## config.mk

```make
export PLATFORM = sky130hd
export DESIGN_NAME = sine_plasma_pixel_generator
export DESIGN_NICKNAME = d
export VERILOG_FILES = /design/src/rtl/spp_pkg.sv /design/src/rtl/spp_queue.sv /design/src/rtl/spp_divider.sv /design/src/rtl/spp_back.sv /design/src/rtl/spp_front.sv /design/src/rtl/sine_plasma_pixel_generator.sv
export SDC_FILE = /design/constraint.sdc
export NUM_CORES = 2
export LEC_CHECK = 0
export ABC_CLOCK_PERIOD_IN_PS = 14000
export BUFFER_PORTS_ARGS = -buffer_cell sky130_fd_sc_hd__buf_2
export CORE_UTILIZATION = 65
export DETAILED_ROUTE_END_ITERATION = 8
export PLACE_DENSITY = 0.91
export SYNTH_ARGS = -nofsm -noshare
export SYNTH_HDL_FRONTEND = slang
export SYNTH_HIERARCHICAL = 1
export SYNTH_SLANG_ARGS = --single-unit
```

## constraint.sdc

```tcl
create_clock -name clock -period 14 [get_ports clock]
set_input_delay 3.5 -clock clock [delete_from_list [all_inputs] [get_ports clock]]
set_output_delay 3.5 -clock clock [all_outputs]
set_load 0.01 [all_outputs]
```

## src/rtl/spp_pkg.sv

```systemverilog
`timescale 1ns / 1ps
package spp_pkg;
   localparam int MaxSide = 64;
   localparam int SinePeriod = 85;

   typedef enum logic [2:0] {
      REG_MODE = 3'd0, REG_SIDE = 3'd1, REG_NRATE = 3'd2,
      REG_RA = 3'd3, REG_RB = 3'd4, REG_RC = 3'd5, REG_RD = 3'd6
   } reg_index_type;

   typedef enum logic [1:0] {
      BK_IDLE, BK_DIV, BK_ACC, BK_OUT
   } back_state_type;

   // one classified operation from the front to the back
   typedef struct packed {
      logic        pixel;
      logic        ring_mode;
      logic [5:0]  column;
      logic [5:0]  row;
      logic [15:0] frame_time;
   } op_type;

   function automatic logic signed [7:0] sine_lookup(input logic [7:0] idx);
      logic [6:0] p;
      logic signed [7:0] t [0:84];
      t = '{8'sd0, 8'sd9, 8'sd18, 8'sd28, 8'sd37, 8'sd46, 8'sd54, 8'sd63, 8'sd71, 8'sd79,
         8'sd86, 8'sd92, 8'sd99, 8'sd104, 8'sd110, 8'sd114, 8'sd118, 8'sd121, 8'sd124,
         8'sd126, 8'sd127, 8'sd127, 8'sd127, 8'sd126, 8'sd125, 8'sd123, 8'sd120, 8'sd116,
         8'sd112, 8'sd107, 8'sd102, 8'sd96, 8'sd89, 8'sd82, 8'sd75, 8'sd67, 8'sd59, 8'sd50,
         8'sd41, 8'sd32, 8'sd23, 8'sd14, 8'sd4, -8'sd4, -8'sd14, -8'sd23, -8'sd32, -8'sd41,
         -8'sd50, -8'sd59, -8'sd67, -8'sd75, -8'sd82, -8'sd89, -8'sd96, -8'sd102, -8'sd107,
         -8'sd112, -8'sd116, -8'sd120, -8'sd123, -8'sd125, -8'sd126, -8'sd127, -8'sd127,
         -8'sd127, -8'sd126, -8'sd124, -8'sd121, -8'sd118, -8'sd114, -8'sd110, -8'sd104,
         -8'sd99, -8'sd92, -8'sd86, -8'sd79, -8'sd71, -8'sd63, -8'sd54, -8'sd46, -8'sd37,
         -8'sd28, -8'sd18, -8'sd9};
      if (idx >= 8'd170) p = 7'(idx - 8'd170);
      else if (idx >= 8'd85) p = 7'(idx - 8'd85);
      else p = idx[6:0];
      return t[p];
   endfunction
endpackage

```

## src/rtl/spp_queue.sv

```systemverilog
`timescale 1ns / 1ps
module spp_queue (
   input  logic            clock,
   input  logic            reset,
   input  logic            push,
   input  spp_pkg::op_type push_data,
   output logic            full,
   input  logic            pop,
   output spp_pkg::op_type pop_data,
   output logic            empty
);
   spp_pkg::op_type mem_ff [0:1];
   logic wr_ff, rd_ff, wr_in, rd_in;
   logic [1:0] cnt_ff, cnt_in;
   logic do_push, do_pop;

   assign full = cnt_ff == 2'd2;
   assign empty = cnt_ff == 2'd0;
   assign do_push = push && !full;
   assign do_pop = pop && !empty;
   assign pop_data = mem_ff[rd_ff];
   assign wr_in = wr_ff ^ do_push;
   assign rd_in = rd_ff ^ do_pop;
   assign cnt_in = cnt_ff + {1'b0, do_push} - {1'b0, do_pop};

   always_ff @(posedge clock) begin
      if (reset) begin
         wr_ff <= 1'b0;
         rd_ff <= 1'b0;
         cnt_ff <= 2'd0;
      end else begin
         wr_ff <= wr_in;
         rd_ff <= rd_in;
         cnt_ff <= cnt_in;
      end
      if (do_push) mem_ff[wr_ff] <= push_data;
   end
endmodule

```

## src/rtl/spp_divider.sv

```systemverilog
`timescale 1ns / 1ps
// restoring divider, one quotient bit per cycle: 255*d2 (21 bits) by maxd2
module spp_divider (
   input  logic        clock,
   input  logic        reset,
   input  logic        start,
   input  logic [20:0] dividend,
   input  logic [11:0] divisor,
   output logic        done,
   output logic [7:0]  quotient
);
   logic [20:0] q_ff, q_in;
   logic [11:0] r_ff, r_in;
   logic [11:0] d_ff;
   logic [4:0]  n_ff, n_in;
   logic        busy_ff, busy_in;
   logic [12:0] trial;

   always_comb begin
      trial = {r_ff, q_ff[20]};
      q_in = {q_ff[19:0], 1'b0};
      r_in = trial[11:0];
      if (trial >= {1'b0, d_ff}) begin
         r_in = 12'(trial - {1'b0, d_ff});
         q_in[0] = 1'b1;
      end
      n_in = n_ff - 5'd1;
      busy_in = busy_ff && n_ff != 5'd1;
   end

   assign done = busy_ff && n_ff == 5'd1;
   always_comb begin
      if (q_in[20:8] != 13'd0) quotient = 8'hFF;
      else quotient = q_in[7:0];
   end

   always_ff @(posedge clock) begin
      if (reset) busy_ff <= 1'b0;
      else if (start) busy_ff <= 1'b1;
      else busy_ff <= busy_in;
      if (start) begin
         q_ff <= dividend;
         r_ff <= '0;
         d_ff <= divisor;
         n_ff <= 5'd21;
      end else if (busy_ff) begin
         q_ff <= q_in;
         r_ff <= r_in;
         n_ff <= n_in;
      end
   end
endmodule

```

## src/rtl/spp_back.sv

```systemverilog
`timescale 1ns / 1ps
module spp_back (
   input  logic            clock,
   input  logic            reset,
   input  logic            op_valid,
   input  spp_pkg::op_type op,
   output logic            op_take,
   input  logic [6:0]      side,
   input  logic [15:0]     normal_rate,
   input  logic [31:0]     ring_rates,
   output logic            out_valid,
   output logic signed [7:0] out_value,
   input  logic            out_take
);
   spp_pkg::back_state_type st_ff, st_in;
   logic [23:0] single_ff;
   logic [23:0] ring_ff [0:3];
   logic [1:0]  idx_ff, idx_in;
   logic signed [9:0] sum_ff, sum_in;
   logic [7:0]  val_ff;
   logic        full_ff;
   logic        div_start, div_done;
   logic [7:0]  dq;
   logic [5:0]  hh, mask, x, cx, cy;
   logic signed [7:0] dx, dy;
   logic [15:0] dxx, dyy;
   logic [12:0] d2;
   logic [11:0] maxd2;
   logic [20:0] prod;
   logic [20:0] dividend;
   logic [7:0]  ph, sine_idx;
   logic [5:0]  ox, oy;
   logic [31:0] sprod;
   logic [23:0] rinc;
   logic [6:0]  s;

   always_comb begin
      if (side < 7'd2) s = 7'd2;
      else if (side > 7'(spp_pkg::MaxSide)) s = 7'(spp_pkg::MaxSide);
      else s = side;
   end
   assign hh = 6'(s >> 1);
   assign mask = 6'(s - 7'd1);
   assign x = 6'(s - 7'd1 - {1'b0, op.column});
   always_comb begin
      case (idx_ff)
         2'd0: begin ox = 6'd6; oy = 6'd10; end
         2'd1: begin ox = 6'd13; oy = 6'd3; end
         2'd2: begin ox = 6'd17; oy = 6'd1; end
         default: begin ox = 6'd31; oy = 6'd22; end
      endcase
      if (op.ring_mode) begin
         cx = (x + ox) & mask;
         cy = (op.row + oy) & mask;
      end else begin
         cx = op.column;
         cy = op.row;
      end
      dx = 8'($signed({2'b0, cx})) - 8'($signed({2'b0, hh}));
      dy = 8'($signed({2'b0, cy})) - 8'($signed({2'b0, hh}));
      dxx = 16'($signed({{8{dx[7]}}, dx}) * $signed({{8{dx[7]}}, dx}));
      dyy = 16'($signed({{8{dy[7]}}, dy}) * $signed({{8{dy[7]}}, dy}));
      d2 = 13'(dxx) + 13'(dyy);
      maxd2 = 12'({hh, 1'b0}) * 12'(hh);
      prod = 21'(d2) * 21'd255;
      dividend = prod;
      ph = op.ring_mode ? ring_ff[idx_ff][23:16] : single_ff[23:16];
      sine_idx = dq + ph;
   end

   spp_divider u_div (.clock(clock), .reset(reset), .start(div_start),
      .dividend(dividend), .divisor(maxd2), .done(div_done), .quotient(dq));

   assign sprod = 32'(normal_rate) * 32'(op.frame_time);
   assign rinc = 24'(ring_rates[8*idx_ff +: 8]) * 24'(op.frame_time);

   always_comb begin
      st_in = st_ff;
      idx_in = idx_ff;
      sum_in = sum_ff;
      op_take = 1'b0;
      div_start = 1'b0;
      case (st_ff)
         spp_pkg::BK_IDLE: begin
            if (op_valid) begin
               if (!op.pixel) begin
                  if (!op.ring_mode || idx_ff == 2'd3) begin
                     op_take = 1'b1;
                     idx_in = 2'd0;
                  end else idx_in = idx_ff + 2'd1;
               end else if (!full_ff) begin
                  div_start = 1'b1;
                  st_in = spp_pkg::BK_DIV;
               end
            end
         end
         spp_pkg::BK_DIV: begin
            if (div_done) begin
               sum_in = sum_ff + 10'(spp_pkg::sine_lookup(sine_idx));
               st_in = spp_pkg::BK_ACC;
            end
         end
         spp_pkg::BK_ACC: begin
            // advance to the next ring (idle restarts the divider with its offsets), else output
            if (op.ring_mode && idx_ff != 2'd3) begin
               idx_in = idx_ff + 2'd1;
               st_in = spp_pkg::BK_IDLE;
            end else st_in = spp_pkg::BK_OUT;
         end
         default: begin
            op_take = 1'b1;
            idx_in = 2'd0;
            sum_in = '0;
            st_in = spp_pkg::BK_IDLE;
         end
      endcase
   end

   assign out_valid = full_ff;
   assign out_value = $signed(val_ff);

   always_ff @(posedge clock) begin
      if (reset) begin
         st_ff <= spp_pkg::BK_IDLE;
         idx_ff <= 2'd0;
         sum_ff <= '0;
         full_ff <= 1'b0;
         single_ff <= '0;
         ring_ff[0] <= 24'h000000;
         ring_ff[1] <= 24'h010000;
         ring_ff[2] <= 24'h040000;
         ring_ff[3] <= 24'h030000;
      end else begin
         st_ff <= st_in;
         idx_ff <= idx_in;
         sum_ff <= sum_in;
         if (st_ff == spp_pkg::BK_OUT) begin
            full_ff <= 1'b1;
            val_ff <= op.ring_mode ? 8'(sum_ff >>> 2) : 8'(sum_ff);
         end else if (out_take) full_ff <= 1'b0;
         if (st_ff == spp_pkg::BK_IDLE && op_valid && !op.pixel) begin
            if (op.ring_mode) ring_ff[idx_ff] <= ring_ff[idx_ff] + rinc;
            else single_ff <= single_ff + sprod[31:8];
         end
      end
   end
endmodule

```

## src/rtl/spp_front.sv

```systemverilog
`timescale 1ns / 1ps
module spp_front (
   input  logic            clock,
   input  logic            reset,
   input  logic            psel,
   input  logic            penable,
   input  logic            pwrite,
   input  logic [4:0]      paddr,
   input  logic [31:0]     pwdata,
   output logic [31:0]     prdata,
   input  logic            action,
   input  logic [5:0]      column,
   input  logic [5:0]      row,
   input  logic [15:0]     frame_time,
   output spp_pkg::op_type op,
   output logic [6:0]      side,
   output logic [15:0]     normal_rate,
   output logic [31:0]     ring_rates
);
   logic        mode_ff;
   logic [6:0]  side_ff;
   logic [15:0] nrate_ff;
   logic [31:0] rr_ff;
   spp_pkg::reg_index_type ri;

   assign ri = spp_pkg::reg_index_type'(paddr[4:2]);
   always_ff @(posedge clock) begin
      if (reset) begin
         mode_ff <= 1'b0;
         side_ff <= 7'd16;
         nrate_ff <= 16'd256;
         rr_ff <= '0;
      end else if (psel && penable && pwrite) begin
         case (ri)
            spp_pkg::REG_MODE: mode_ff <= pwdata[0];
            spp_pkg::REG_SIDE: side_ff <= pwdata[6:0];
            spp_pkg::REG_NRATE: nrate_ff <= pwdata[15:0];
            spp_pkg::REG_RA: rr_ff[7:0] <= pwdata[7:0];
            spp_pkg::REG_RB: rr_ff[15:8] <= pwdata[7:0];
            spp_pkg::REG_RC: rr_ff[23:16] <= pwdata[7:0];
            spp_pkg::REG_RD: rr_ff[31:24] <= pwdata[7:0];
            default: ;
         endcase
      end
   end
   always_comb begin
      case (ri)
         spp_pkg::REG_MODE: prdata = {31'd0, mode_ff};
         spp_pkg::REG_SIDE: prdata = {25'd0, side_ff};
         spp_pkg::REG_NRATE: prdata = {16'd0, nrate_ff};
         spp_pkg::REG_RA: prdata = {24'd0, rr_ff[7:0]};
         spp_pkg::REG_RB: prdata = {24'd0, rr_ff[15:8]};
         spp_pkg::REG_RC: prdata = {24'd0, rr_ff[23:16]};
         spp_pkg::REG_RD: prdata = {24'd0, rr_ff[31:24]};
         default: prdata = '0;
      endcase
   end
   // classify the beat and tag it with the mode at acceptance
   assign op = '{pixel: action, ring_mode: mode_ff, column: column, row: row,
                 frame_time: frame_time};
   assign side = side_ff;
   assign normal_rate = nrate_ff;
   assign ring_rates = rr_ff;
endmodule

```

## src/rtl/sine_plasma_pixel_generator.sv

```systemverilog
`timescale 1ns / 1ps
// Plasma pixel generator. An advance beat updates the single phase in single mode and
// the four ring phases in turn in four-ring mode; a pixel beat passes through the
// bit-serial distance divider once in single mode and once per ring lookup in four-ring
// mode. A two-entry queue between the front and the back lets new beats be taken while
// a pixel is computed; one result is held until popped.
module sine_plasma_pixel_generator (
   input  logic              clock,
   input  logic              reset,
   input  logic              req_push,
   output logic              req_full,
   input  logic              req_action,
   input  logic [5:0]        req_column,
   input  logic [5:0]        req_row,
   input  logic [15:0]       req_frame_time,
   output logic              rsp_empty,
   input  logic              rsp_pop,
   output logic signed [7:0] rsp_pixel_value,
   input  logic              csr_psel,
   input  logic              csr_penable,
   input  logic              csr_pwrite,
   input  logic [4:0]        csr_paddr,
   input  logic [31:0]       csr_pwdata,
   output logic [31:0]       csr_prdata,
   output logic              csr_pready
);
   spp_pkg::op_type fop, bop;
   logic q_empty, take, ov;
   logic [6:0] side;
   logic [15:0] nrate;
   logic [31:0] rrates;

   assign csr_pready = 1'b1;

   spp_front u_front (.clock(clock), .reset(reset), .psel(csr_psel),
      .penable(csr_penable), .pwrite(csr_pwrite), .paddr(csr_paddr),
      .pwdata(csr_pwdata), .prdata(csr_prdata), .action(req_action),
      .column(req_column), .row(req_row), .frame_time(req_frame_time), .op(fop),
      .side(side), .normal_rate(nrate), .ring_rates(rrates));

   spp_queue u_queue (.clock(clock), .reset(reset), .push(req_push),
      .push_data(fop), .full(req_full), .pop(take), .pop_data(bop), .empty(q_empty));

   spp_back u_back (.clock(clock), .reset(reset), .op_valid(!q_empty), .op(bop),
      .op_take(take), .side(side), .normal_rate(nrate), .ring_rates(rrates),
      .out_valid(ov), .out_value(rsp_pixel_value), .out_take(rsp_pop));

   assign rsp_empty = !ov;

   a_take_valid: assert property (@(posedge clock) disable iff (reset)
      take |-> !q_empty) else $error("queue popped while empty");
   a_out_hold: assert property (@(posedge clock) disable iff (reset)
      !rsp_empty && !rsp_pop |=> !rsp_empty && $stable(rsp_pixel_value))
      else $error("result dropped");
endmodule
```

# After elaboration in Yosys (flattened, before gate mapping)
# Memories as Yosys holds them, arrays and structs flattened. A register that Yosys moved wholly into a read port is not among the register bits.
# Cells that the tools add are included.
[classes]
reduce_logical = 37
n_addsub = 18
shifts = 1
n_eq_ne = 22
mul = 6
magnitude_cmp = 6
muxes = 58
n_bitwise = 9
[ops]
columns = ["operator", "n"]
rows = [
  ["$pmux 16 s7", 1],
  ["$add 24x24->24", 2],
  ["$mux 21", 2],
  ["$mux 7", 6],
  ["$mux 8", 5],
  ["$mul 16x16->32", 1],
  ["$shiftx 32x6->8", 1],
  ["$pmux 5 s3", 2],
  ["$mul 7x7->13", 2],
  ["$mul 8x16->24", 1],
  ["$mux 2", 12],
  ["$mux 24", 1],
  ["$reduce_or 24->1", 1],
  ["$mul 13x8->21 const B", 1],
  ["$mux 1", 21],
  ["$pmux 10 s2", 1],
  ["$reduce_and 2->1", 10],
  ["$ge 8x8->1 const B", 2],
  ["$sub 6x6->7", 2],
  ["$add 13x13->13", 1],
  ["$ge 13x12->1", 1],
  ["$reduce_bool 13->1", 1],
  ["$add 6x5->6", 2],
  ["$and 6x6->6", 2],
  ["40 further kinds", 76],
]
[word_totals]
inputBits = 73
mem_bits_ro = 1024
ff_bits = 157
wordCells = 181
output_inout_bits = 43
mem_count = 3
ram_bits = 156
[mem_list]
columns = ["name", "depth", "width", "rd", "rd_ports_with_merged_regs", "wr", "line_no", "source"]
rows = [
  ["(name not given)", 128, 8, 1, 0, 0, "spp_pkg.sv:40", "return t[p];"],
  ["u_back.ring_ff", 4, 24, 1, 1, 4, "spp_back.sv:17", "logic [23:0] ring_ff [0:3];"],
  ["u_queue.mem_ff", 2, 30, 1, 1, 1, "spp_queue.sv:12", "spp_pkg::op_type mem_ff [0:1];"],
]

# Depth between registers and ports, before layout
[depth]
word_depth = 16
mapped_depth = 57
depth_no_buf = 57

# Modules after synthesis
# Netlist, hierarchy kept.
[modules_own_cells]
columns = ["mod", "instances", "cells_per_inst", "seq_area_each_um2", "area_per_inst_um2"]
rows = [
  ["spp_back", 1, 3164, 3943.8, 28808.9],
  ["spp_front", 1, 319, 1121.1, 3093.0],
  ["spp_divider", 1, 262, 1351.3, 2860.2],
  ["spp_queue", 1, 116, 1881.8, 2392.3],
  ["sine_plasma_pixel_generator", 1, 4, 0.0, 18.8],
]

# Worst setup path after synthesis
# No wires, ideal clock.
[synth_path]
path_type = "reg2reg"
start = "register u_front.side_ff[2] (netlist: u_front/side[2])"
end = "register u_back.u_div.q_ff[20], data pin"
required_time_ns = 13.740
stages_incl_launch_ff = 51
t_arrival_ns = 12.446
period_less_slack_ns = 12.705
n_path_buf = 0
setup_ns = 0.260
setup_slack_ns = 1.295
cell_sequence = "dfxtp_1 -> or3_1 -> o311ai_0 -> ha_1 -> fa_1 -> inv_1 -> ha_1 -> a31o_2 -> a21oi_1 -> o21bai_1 -> a21oi_1 -> xor2_1 -> nand2_1 -> nand2_1 -> nand2_1 -> o31ai_1 -> ha_1 -> xnor2_1 -> [... 15 more ...] -> a21oi_1 -> xnor2_1 -> xnor2_1 -> ha_1 -> a21o_1 -> ha_1 -> fa_1 -> inv_1 -> fa_1 -> inv_1 -> ha_1 -> or2_2 -> a21oi_1 -> nand2b_1 -> o21ai_0 -> o41ai_1 -> xnor2_1 -> mux2_2"
[synth_between]
elab_chain_cells = 13
elab_cells_between_ends = 18
classes_between = "add/sub: 6; mul: 3; order compare: 2; mux: 5; bitwise: 2"
[synth_lines]
columns = ["element", "line_no", "source"]
rows = [
  ["start, declared", "spp_front.sv:21", "logic [6:0] side_ff;"],
  ["start signal, assigned", "spp_front.sv:36", "spp_pkg::REG_SIDE: side_ff <= pwdata[6:0];"],
  ["$gt 7x7->1", "spp_back.sv:39", "else if (side > 7'(spp_pkg::MaxSide)) s = 7'(spp_pkg::MaxSide);"],
  ["$mux 7", "spp_back.sv:39", ""],
  ["$mux 7 (*)", "spp_back.sv:38", "if (side < 7'd2) s = 7'd2;"],
  ["$sub 6x1->6", "spp_back.sv:43, spp_back.sv:44", ""],
  ["$sub 6x6->6", "spp_back.sv:44", "assign x = 6'(s - 7'd1 - {1'b0, op.column});"],
  ["$add 6x5->6", "spp_back.sv:53", "cx = (x + ox) & mask;"],
  ["$and 6x6->6", "spp_back.sv:53", ""],
  ["$mux 6", "spp_back.sv:52", "if (op.ring_mode) begin"],
  ["$sub 6x6->7", "spp_back.sv:59", "dx = 8'($signed({2'b0, cx})) - 8'($signed({2'b0, hh}));"],
  ["$mul 7x7->13", "spp_back.sv:61", "dxx = 16'($signed({{8{dx[7]}}, dx}) * $signed({{8{dx[7]}}, dx}));"],
  ["$add 13x13->13 (*)", "spp_back.sv:63", "d2 = 13'(dxx) + 13'(dyy);"],
  ["$mul 13x8->21 (*)", "spp_back.sv:65", "prod = 21'(d2) * 21'd255;"],
  ["via u_back.dividend[20]", "spp_back.sv:30", "logic [20:0] dividend;"],
  ["$mux 21 (*)", "spp_divider.sv:41", "if (start) begin"],
  ["end signal, assigned", "spp_divider.sv:42", "q_ff <= dividend;"],
  ["end signal, assigned", "spp_divider.sv:47", "q_ff <= q_in;"],
  ["end, declared", "spp_divider.sv:12", "logic [20:0] q_ff, q_in;"],
]
# Mark *: on every way through the listed nets, which the timed path passes. The rest lies on a longest branch.
# A chain may end at the register's enable or synchronous reset.

# Worst setup path in the final report
# Same ends and word-level chain as after synthesis.

==> flow_results.xml <==
<?xml version="1.0" encoding="UTF-8"?>
<metrics>
  <group name="status">
    <metric name="status" unit="">finished, final reports clean</metric>
  </group>
  <group name="timing">
    <metric name="hold_slack" unit="ns">0.458</metric>
    <metric name="finalCritPeriodShare" unit="%">96.0</metric>
    <metric name="achievable-frequency" unit="MHz">74.4</metric>
    <metric name="finalSetupViolations" unit="">0</metric>
    <metric name="timing.setup.tns" unit="ns">0</metric>
    <metric name="worst_slack" unit="ns">0.563</metric>
    <metric name="hold_viol" unit="">0</metric>
    <metric name="final_period_minus_worst_setup_slack" unit="ns">13.44</metric>
    <metric name="fin_skew" unit="ns">0.0292</metric>
    <metric name="relSlewSlack" unit="%">21.9</metric>
    <metric name="max_slew.worst_pin.slew" unit="ns">1.16</metric>
    <metric name="slew_violations" unit="">0</metric>
  </group>
  <group name="setup_path">
    <metric name="critPathBufInv" unit="">12</metric>
    <metric name="timing.setup.critical_path_class" unit="">register to register</metric>
    <metric name="critPathCapture" unit="">u_back/u_div/q_ff[20]</metric>
    <metric name="timing.reg2reg.setup_slack" unit="ns">0.56</metric>
    <metric name="critical_path.slowest_cell" unit="">sky130_fd_sc_hd__fa_1</metric>
    <metric name="worstReg2RegStart" unit="">u_front/side[2]</metric>
    <metric name="timing.critical_path.slowest_cell_delay" unit="ns">0.55</metric>
    <metric name="startpoint_type" unit="">register</metric>
    <metric name="worst_path_dominant_cell_family" unit="">adder cells</metric>
    <metric name="worst-endpoint-required" unit="ns">14.31</metric>
    <metric name="setup.worst_path.start" unit="">u_front/side[2]</metric>
    <metric name="nature_of_the_critical_path_endpoint" unit="">register</metric>
    <metric name="crit-reg2reg-capture" unit="">u_back/u_div/q_ff[20]</metric>
    <metric name="critical_path.most_common_cell" unit="">sky130_fd_sc_hd__fa_1</metric>
    <metric name="reg2regPathDepth" unit="">52</metric>
    <metric name="crit_path_max_fanout" unit="">8</metric>
    <metric name="critical_path_cell_count" unit="">52</metric>
    <metric name="timing.critical_path.arrival" unit="ns">13.74</metric>
  </group>
  <group name="synth">
    <metric name="netlist_instances" unit="">3865</metric>
    <metric name="netlist-cell-type-count" unit="">96</metric>
    <metric name="ys_async_sr_fraction" unit="%">0</metric>
    <metric name="netlist_area" unit="um^2">37200</metric>
    <metric name="yosys_warnings" unit="">6</metric>
    <metric name="syn_area_per_cell" unit="um^2">9.62</metric>
    <metric name="synth_seq_area_share" unit="%">22.3</metric>
    <metric name="synth-edff-count" unit="">197</metric>
    <metric name="synth_seq_cells" unit="">316</metric>
    <metric name="flip_flop_cell_with_the_highest_count_after_synthesis" unit="">sky130_fd_sc_hd__edfxtp_1</metric>
  </group>
  <group name="routing">
    <metric name="drt_iter0_markers" unit="">2455</metric>
    <metric name="met3_length" unit="um">9670</metric>
    <metric name="wl_met1" unit="um">33700</metric>
    <metric name="post_drt_antenna_nets" unit="">0</metric>
    <metric name="route.detailed.vias_per_inst" unit="">6.07</metric>
    <metric name="routed.top_layer" unit="">met5</metric>
    <metric name="routed_wire_length_per_instance" unit="um">19.6</metric>
    <metric name="wirelength" unit="um">90700</metric>
    <metric name="wl_met2" unit="um">42900</metric>
    <metric name="num_vias" unit="">28100</metric>
    <metric name="drcViolationCount" unit="">0</metric>
    <metric name="pre_repair_dr_iteration_count" unit="">8</metric>
  </group>
  <group name="clock_network">
    <metric name="clk_pin_slew_worst_paths" unit="ns">0.06</metric>
    <metric name="cts-buffers-inserted" unit="">37</metric>
    <metric name="clock_sink_count" unit="">316</metric>
    <metric name="root_buf_cell" unit="">sky130_fd_sc_hd__clkbuf_16</metric>
    <metric name="cts-root-to-sink-buffers" unit="">3</metric>
    <metric name="cts_tree" unit="">built</metric>
    <metric name="cts.hold.buffers_added" unit="">0</metric>
    <metric name="worstSkewPairLatency" unit="ns">0.57</metric>
    <metric name="htree_num_levels" unit="">2</metric>
  </group>
  <group name="cells_and_area">
    <metric name="design.final.nets" unit="">4695</metric>
    <metric name="layout.core_utilization" unit="%">69.3</metric>
    <metric name="post_route_cells_drive_above_1_share" unit="%">8.84</metric>
    <metric name="nFillCells" unit="">3636</metric>
    <metric name="area_delta_synth_final" unit="%">5.38</metric>
  </group>
  <group name="die">
    <metric name="die_height" unit="um">241</metric>
    <metric name="die_extent_in_x" unit="um">241</metric>
    <metric name="start_util" unit="%">65.8</metric>
    <metric name="row_count" unit="">87</metric>
    <metric name="fp.dieArea" unit="um^2">58200</metric>
    <metric name="placeable_core_region" unit="um^2">56500</metric>
    <metric name="design.portCount" unit="">116</metric>
  </group>
  <group name="worst_hold_path">
    <metric name="holdCritPathClass" unit="">register to register</metric>
  </group>
  <group name="global_route">
    <metric name="globalRouteTotalUtil" unit="%">31.7</metric>
    <metric name="grt_antenna_before_repair" unit="">4</metric>
    <metric name="gr-total-overflow" unit="">0</metric>
    <metric name="first_global_vias" unit="">29100</metric>
    <metric name="grt_first_pass_wirelength" unit="um">145000</metric>
    <metric name="grt_max_degree" unit="">71</metric>
  </group>
  <group name="placement">
    <metric name="place.port_buffers" unit="">80</metric>
    <metric name="detailedPlace.worstSlack" unit="ns">0.508</metric>
    <metric name="routabilityCongestion" unit="">0.918</metric>
    <metric name="dp_hpwl" unit="um">65800</metric>
  </group>
  <group name="flow_run">
    <metric name="drv.max_cap_violation_count" unit="">0</metric>
  </group>
</metrics>
==> what timing repair did <==
item / 4_1_cts / 5_1_grt
setup endpoints to repair: 0 / 5
buffers inserted: 0 / 2
resized for setup: 0 / 10
==> synthesized netlist by cell type, types with 14 or more instances <==
cell	instances	area [um^2]
sky130_fd_sc_hd__nand3_1	46	230
sky130_fd_sc_hd__mux4_2	33	743
sky130_fd_sc_hd__or3_1	15	93.8
sky130_fd_sc_hd__or2_2	15	93.8
sky130_fd_sc_hd__a211oi_1	22	165
sky130_fd_sc_hd__nor3_1	44	220
sky130_fd_sc_hd__o21bai_1	17	128
sky130_fd_sc_hd__o21ai_0	51	255
sky130_fd_sc_hd__edfxtp_1	197	5920
sky130_fd_sc_hd__clkbuf_1	114	428
sky130_fd_sc_hd__dfxtp_1	119	2380
sky130_fd_sc_hd__a21o_1	51	383
sky130_fd_sc_hd__a31oi_1	17	106
sky130_fd_sc_hd__nand2b_1	95	594
sky130_fd_sc_hd__buf_4	52	390
sky130_fd_sc_hd__a21oi_1	124	621
sky130_fd_sc_hd__xor2_1	56	490
sky130_fd_sc_hd__nand2_1	414	1550
sky130_fd_sc_hd__and2_1	182	1140
sky130_fd_sc_hd__and3_1	15	93.8
sky130_fd_sc_hd__fa_1	435	8710
sky130_fd_sc_hd__nor2b_1	39	244
sky130_fd_sc_hd__mux2i_1	76	761
sky130_fd_sc_hd__nor2_1	228	856
sky130_fd_sc_hd__inv_1	629	2360
sky130_fd_sc_hd__xnor2_1	111	972
sky130_fd_sc_hd__mux2_2	80	901
sky130_fd_sc_hd__a311oi_1	15	131
sky130_fd_sc_hd__ha_1	348	4350
sky130_fd_sc_hd__a221oi_1	14	123
==> how the worst min path moves through the flow <==
stage | from | end | slack [ns] | depth (start not counted)
after global placement | u_back/single_ff[3] | u_back/single_ff[3] | 0.44 | 2
after floorplan | u_back/single_ff[10] | u_back/single_ff[10] | 0.44 | 2
after global routing | u_back/single_ff[8] | u_back/single_ff[8] | 0.48 | 2
final | u_back/single_ff[8] | u_back/single_ff[8] | 0.46 | 2
after CTS | u_back/single_ff[3] | u_back/single_ff[3] | 0.46 | 2
after detailed placement | u_back/single_ff[6] | u_back/single_ff[6] | 0.45 | 2
==> per-stage QoR <==
stage	cells	area, um^2
2_1_floorplan	3885	37200
3_3_place_gp	4554	37800
3_5_place_dp	4554	37800
4_1_cts	4621	39100
5_1_grt	4626	39200
6_report	4627	39200
==> placed cells by master (no fill, tap or decap), drive strengths merged, types with 14 or more instances in the layout <==
master  instances
and3           15
xnor2         112
a211oi         22
o211ai         14
nor2b          39
dfxtp         119
edfxtp        197
mux2i          77
nand2         417
a22oi          14
a31oi          18
ha            348
inv           633
or2            16
a221oi         15
nand2b         95
conb           24
nor2          228
o21bai         17
clkbuf         44
a21o           52
nor3           44
a311oi         15
mux2           80
o21ai          60
a21oi         125
buf           110
or3            16
xor2           56
fa            435
nand3          46
and2          183
clkinv         16
mux4           33
==> area by class of cell <==
type | count | area (um^2) | area share, %
Multi-Input combinational cell | 2742 | 25600 | 65.4
Sequential cell | 316 | 8300 | 21.2
Inverter | 632 | 2370 | 6.06
Clock buffer | 44 | 1050 | 2.67
Tap cell | 756 | 946 | 2.41
Timing Repair Buffer | 110 | 628 | 1.60
Clock inverter | 23 | 231 | 0.591
Antenna cell | 4 | 10.0 | 0.0256
==> kinds of logic after synthesis <==
logic type / count (synthesis) / share of synthesized area (%)
AO/OA/AOI/OAI: 444 / 8.25
XOR/XNOR: 169 / 4.04
adder cells (fa/ha/maj): 783 / 35.1
buffers and inverters: 827 / 9.12
flip-flops: 316 / 22.3
multiplexers: 190 / 6.53
other: 4 / 0.0404
AND/OR/NAND/NOR: 1132 / 14.6
==> registers in the layout, summed over array words and instances, names as in the netlist, 2 cells and up, named ones only <==
register,flops
u_back/idx_ff,2
u_back/out_value,8
u_back/ring_ff,96
u_back/single_ff,24
u_back/st_ff,2
u_back/sum_ff,10
u_back/u_div/d_ff,12
u_back/u_div/n_ff,5
u_back/u_div/q_ff,21
u_back/u_div/r_ff,12
u_front/normal_rate,16
u_front/ring_rates,32
u_front/side,7
u_queue/cnt_ff,2
u_queue/mem_ff,60
==> layer usage <==
metal  up-vias  track usage [%]
li1      12500                -
met5         -                0
met1     13700             38.7
met3       359             8.41
met2      1586             52.5
met4         2             14.5
==> worst reg2reg max path, delay by kind of cell, from the launching register on <==
family,cells,cell delay (ns)
fa+ha+maj,15,6.53
xor+xnor,5,0.96
simple gates,9,1.69
compound gates,10,2.22
mux,1,0.27
flops,1,0.39
buf+inv,12,1.11
Power is left out: the tool's default activity adds up to more than one toggle a clock period on the data nets, which glitch-free logic cannot reach.
